[config.mk]
export PLATFORM = sky130hd
export DESIGN_NAME = gim_median_scan
export DESIGN_NICKNAME = d
export VERILOG_FILES = /design/src/gim_pkg.sv /design/src/gim_median_scan.sv
export SDC_FILE = /design/constraint.sdc
export NUM_CORES = 1
export LEC_CHECK = 0
export ABC_CLOCK_PERIOD_IN_PS = 8000
export BUFFER_PORTS_ARGS = -buffer_cell sky130_fd_sc_hd__buf_2
export CORE_AREA = 5 5 84 86
export CTS_CLUSTER_SIZE = 20
export DETAILED_ROUTE_END_ITERATION = 16
export DIE_AREA = 0 0 89 91
export GPL_TIMING_DRIVEN = 0
export HOLD_SLACK_MARGIN = 0.1
export PLACE_DENSITY = 0.68
export SYNTH_ARGS = -nofsm -noshare
export SYNTH_HDL_FRONTEND = slang
export SYNTH_SLANG_ARGS = --single-unit
[constraint.sdc]
create_clock -name i_clk -period 8 [get_ports i_clk]
set_input_delay 0.8 -clock i_clk [delete_from_list [all_inputs] [get_ports i_clk]]
set_output_delay 0.8 -clock i_clk [all_outputs]
set_load 0.005 [all_outputs]
[src/gim_pkg.sv]
`timescale 1ns / 1ps
// gim_pkg: shared constants, state encoding and scan control type for the
// grey image median block; no dependencies

package gim_pkg;

    localparam int LEVEL_W    = 8;
    localparam int HIST_DEPTH = 1 << LEVEL_W;
    localparam int COUNT_W    = 21;
    localparam int ADDR_CNT_W = LEVEL_W + 1;

    localparam logic [COUNT_W-1:0] MAX_PIXELS = COUNT_W'(1048576);
    localparam logic [LEVEL_W-1:0] LEVEL_MAX  = {LEVEL_W{1'b1}};

    // one-hot control states
    typedef enum logic [2:0] {
        ST_INIT = 3'b001,
        ST_RUN  = 3'b010,
        ST_SCAN = 3'b100
    } t_state;

    // one bin check of the cumulative scan
    typedef struct packed {
        logic               chk;
        logic               first;
        logic [LEVEL_W-1:0] addr;
    } t_scan_ctl;

endpackage

[src/gim_median_scan.sv]
`timescale 1ns / 1ps
// gim_median_scan: running cumulative bin sum and first-crossing search
// over one bin per cycle; depends on gim_pkg

module gim_median_scan
    import gim_pkg::*;
(
    input  logic               i_clk,
    input  logic               i_rst_n,
    input  t_scan_ctl          i_ctl,
    input  logic [COUNT_W-1:0] i_bin,
    input  logic [COUNT_W-1:0] i_target,
    output logic [LEVEL_W-1:0] o_median
);

    logic [COUNT_W-1:0] r_running;
    logic               r_found;
    logic [LEVEL_W-1:0] r_median;

    logic [COUNT_W-1:0] run_prev;
    logic               found_prev;
    logic [COUNT_W-1:0] n_running;
    logic               hit;
    logic [LEVEL_W-1:0] n_median;

    always_comb begin
        run_prev   = i_ctl.first ? '0 : r_running;
        found_prev = i_ctl.first ? 1'b0 : r_found;
        n_running  = run_prev + i_bin;
        hit        = !found_prev && (n_running > i_target);
        if (hit) begin
            n_median = i_ctl.addr;
        end else if (found_prev) begin
            n_median = r_median;
        end else begin
            n_median = LEVEL_MAX;
        end
    end

    always_ff @(posedge i_clk) begin
        if (!i_rst_n) begin
            r_found <= 1'b0;
        end else if (i_ctl.chk) begin
            r_found <= found_prev || hit;
        end
    end

    always_ff @(posedge i_clk) begin
        if (i_ctl.chk) begin
            r_running <= n_running;
            r_median  <= n_median;
        end
    end

    assign o_median = n_median;

endmodule

==> flow_metrics.py <==
metrics = {
    "final_layout": {
        "fin_cells": 440,
        "antenna-diode-count": 0,
        "syn_to_final_growth_pct": 17.9,
        "utilization_pct": 51.2,
        "nets": 458,
        "drive_gt1_share_pct": 19.8,
        "nFillCells": 602,
    },
    "global_routing": {
        "grt_use_met2_pct": 25.4,
        "gr-total-overflow": 0,
        "grt_pass1_wl_um": 10200,
        "grt.met3_usage_pct": 3.35,
        "grt_usage_pct": 15.8,
        "grt_pass1_vias": 2249,
        "antenna_found_initial": 0,
        "grt_start_max_net_pins": 32,
        "gr-usage-met1_pct": 21.4,
        "gr-max-usage-layer": "met2",
    },
    "placed_design": {
        "port-buffer-count": 61,
        "gp_congestion": 0.897,
        "place_inst": 432,
        "dp_hpwl_um": 4910,
        "post-place-ws_ns": 1.58,
    },
    "die": {
        "die_h_um": 91,
        "core_area_um2": 6200,
        "rows": 29,
        "die_area_um2": 8100,
        "die_x_um": 89,
        "initial_core_util_pct": 43.4,
        "io_pins": 62,
    },
    "worst_setup_path": {
        "endpoint_kind": "output port",
        "worstPathArrival_ns": 5.59,
        "crit_required_ns": 7.20,
        "crit_fanout": 10,
        "worst-setup-path-type": "primary input to output port",
        "startpoint_type": "primary input",
    },
    "timing": {
        "fin_ws_ns": 1.61,
        "rsz0062_at_grt": "no",
        "period_needed_ns": 6.39,
        "worst_slew_pin_slew_ns": 0.747,
        "max_clock_freq_mhz": 157,
        "slew_headroom_pct": 50.2,
        "hold_viol": 0,
        "skew_ns": 0.00817,
        "setup_tns_ns": 0,
        "finalMaxSlewViolations": 0,
        "setup_viol": 0,
        "period_share_pct": 79.9,
    },
    "detailed_routing": {
        "vias": 2291,
        "drtAntennaViolNets": 0,
        "firstDrtPassIters": 4,
        "avgRoutedWirePerCell_um": 14.0,
        "wirelength_um": 6170,
        "vias_per_cell": 5.21,
        "drc": 0,
        "dr.first_iter.drc_count": 122,
    },
    "yosys": {
        "ys_types": 45,
        "synth_area_um2": 2700,
        "synth_seq_area_share_pct": 33.1,
        "synth_area_leaders": "edfxtp_1 32%, ha_1 19%, a21oi_1 6.7%",
        "ys_top_cells_by_count": "41 x ha_1, 36 x a21oi_1, 29 x edfxtp_1",
        "ys_warn_count": 0,
        "syn-num-nets": 390,
        "yosysTopAreaCellShare_pct": 32.3,
        "synth_top_area_cell": "edfxtp_1",
        "async_reset_ff_share_pct": 0,
        "synth_most_common_cell": "ha_1",
        "synth_edf_count": 29,
        "synth_ff_type": "edfxtp_1",
        "synth-seq-cells": 30,
        "syn_inst": 294,
        "syn_area_per_cell_um2": 9.17,
    },
    "pwr": {
        "power_frac_clock_pct": 18.1,
        "swShare_pct": 36.9,
        "power_density_nw_per_um2": 202,
        "ir_worst_vdd_mv": 0.105,
        "comb_power_share_pct": 47.2,
        "switching_power_uw": 237,
        "p_total_uw": 642,
        "p_int_uw": 405,
        "p_seq_share_pct": 34.7,
        "leakage_nw": 1.45,
    },
    "cts": {
        "post_cts_buffers": 0,
        "clk_path_buf_depth": 2,
        "clock_latency_ns": 0.28,
        "clk_pin_slew_ns": 0.06,
        "holdBufCountCts": 0,
        "cts_tree": "yes",
        "cts_resized": 0,
        "cts_made_buffers": 5,
        "cts_root_buf": "clkbuf_8",
        "clock-sinks": 30,
        "cts_htree_levels": 2,
    },
    "run": {
        "drv_cap": 0,
    },
    "outcome": {
        "status": "complete, no violations",
    },
    "hold_path": {
        "holdCritPathClass": "flip-flop to flip-flop",
    },
}
## state kept, by name, indices dropped and copies added (netlist names)
name / cells
r_median: 8
r_found: 1
r_running: 21
## cell usage in the layout (no fill, tap or decap), types with 4 or more instances in the layout
cell type	n
a21o_1	6
a21oi_1	36
and3_1	6
buf_2	61
clkbuf_8	5
edfxtp_1	29
ha_1	41
inv_1	26
nand2_1	17
nand3_1	8
nand4_1	4
nor2_1	22
nor2b_1	22
nor3_1	5
o21ai_0	11
xnor2_1	8
xor2_1	9
## logic make-up (layout without fill, tap and decap cells)
logic type | after synthesis | in the layout | share of synthesized area [%]
adder cells (fa/ha/maj) | 42 | 42 | 19.8
XOR/XNOR | 17 | 17 | 5.52
AND/OR/NAND/NOR | 100 | 100 | 19.6
flip-flops | 30 | 30 | 33.1
AO/OA/AOI/OAI | 74 | 74 | 17.7
buffers and inverters | 31 | 100 | 4.32
## layout make-up
| cell class | count | area, µm² | area share [%] |
|---|---|---|---|
| Tap cell | 77 | 96.3 | 3.03 |
| Clock inverter | 3 | 11.3 | 0.354 |
| Inverter | 26 | 97.6 | 3.07 |
| Timing Repair Buffer | 61 | 305 | 9.61 |
| Clock buffer | 5 | 68.8 | 2.17 |
| Multi-Input combinational cell | 233 | 1690 | 53.1 |
| Buffer | 5 | 18.8 | 0.591 |
| Sequential cell | 30 | 891 | 28.0 |
## per-stage QoR
step	hold WS [ns]	instance area, µm²
finish	0.631	3180
global route	0.678	3180
CTS	0.640	3180
detailed placement	0.623	3100
global placement	0.613	3100
floorplan	0.622	2700
## power by group through the flow
stage	logic [mW]	registers (mW)	clock network, mW
global placement	0.292	0.225	0
floorplan	0.218	0.224	0
detailed placement	0.302	0.226	0
global route	0.347	0.225	0.129
CTS	0.305	0.223	0.120
finish	0.303	0.223	0.116
## final timing paths
| path | startpoint | endpoint | slack [ns] | cells past startpoint |
|---|---|---|---|---|
| max reg2reg | r_running[0] | r_median[0] | 3.29 | 15 |
| min | r_median[1] | r_median[1] | 0.63 | 2 |
| max | i_ctl[8] | o_median[0] | 1.61 | 18 |
| min reg2reg | r_median[1] | r_median[1] | 0.63 | 2 |
## layer usage
layer / up-vias / wire (µm) / share of wire [%]
li1: 1206 / - / -
met4: 0 / 70 / 1.1
met2: 60 / 2720 / 44
met5: - / 0 / 0
met1: 1017 / 2970 / 48
met3: 8 / 412 / 6.7
## worst max-delay path: stages
cell and delay [ns]:
buf_2 0.12, clkbuf_1 0.46, nor2b_1 0.12, ha_1 0.25
fa_1 0.42, a21o_1 0.22, a221oi_2 0.39, o211a_4 0.26
a31oi_4 0.12, or4b_1 0.47, and3_1 0.20, ha_1 0.32
nand4_1 0.09, or4_1 0.46, o21a_1 0.22, a31oi_2 0.34
a21oi_1 0.15, buf_2 0.16
No activity file was read; power rests on OpenSTA's default activity.
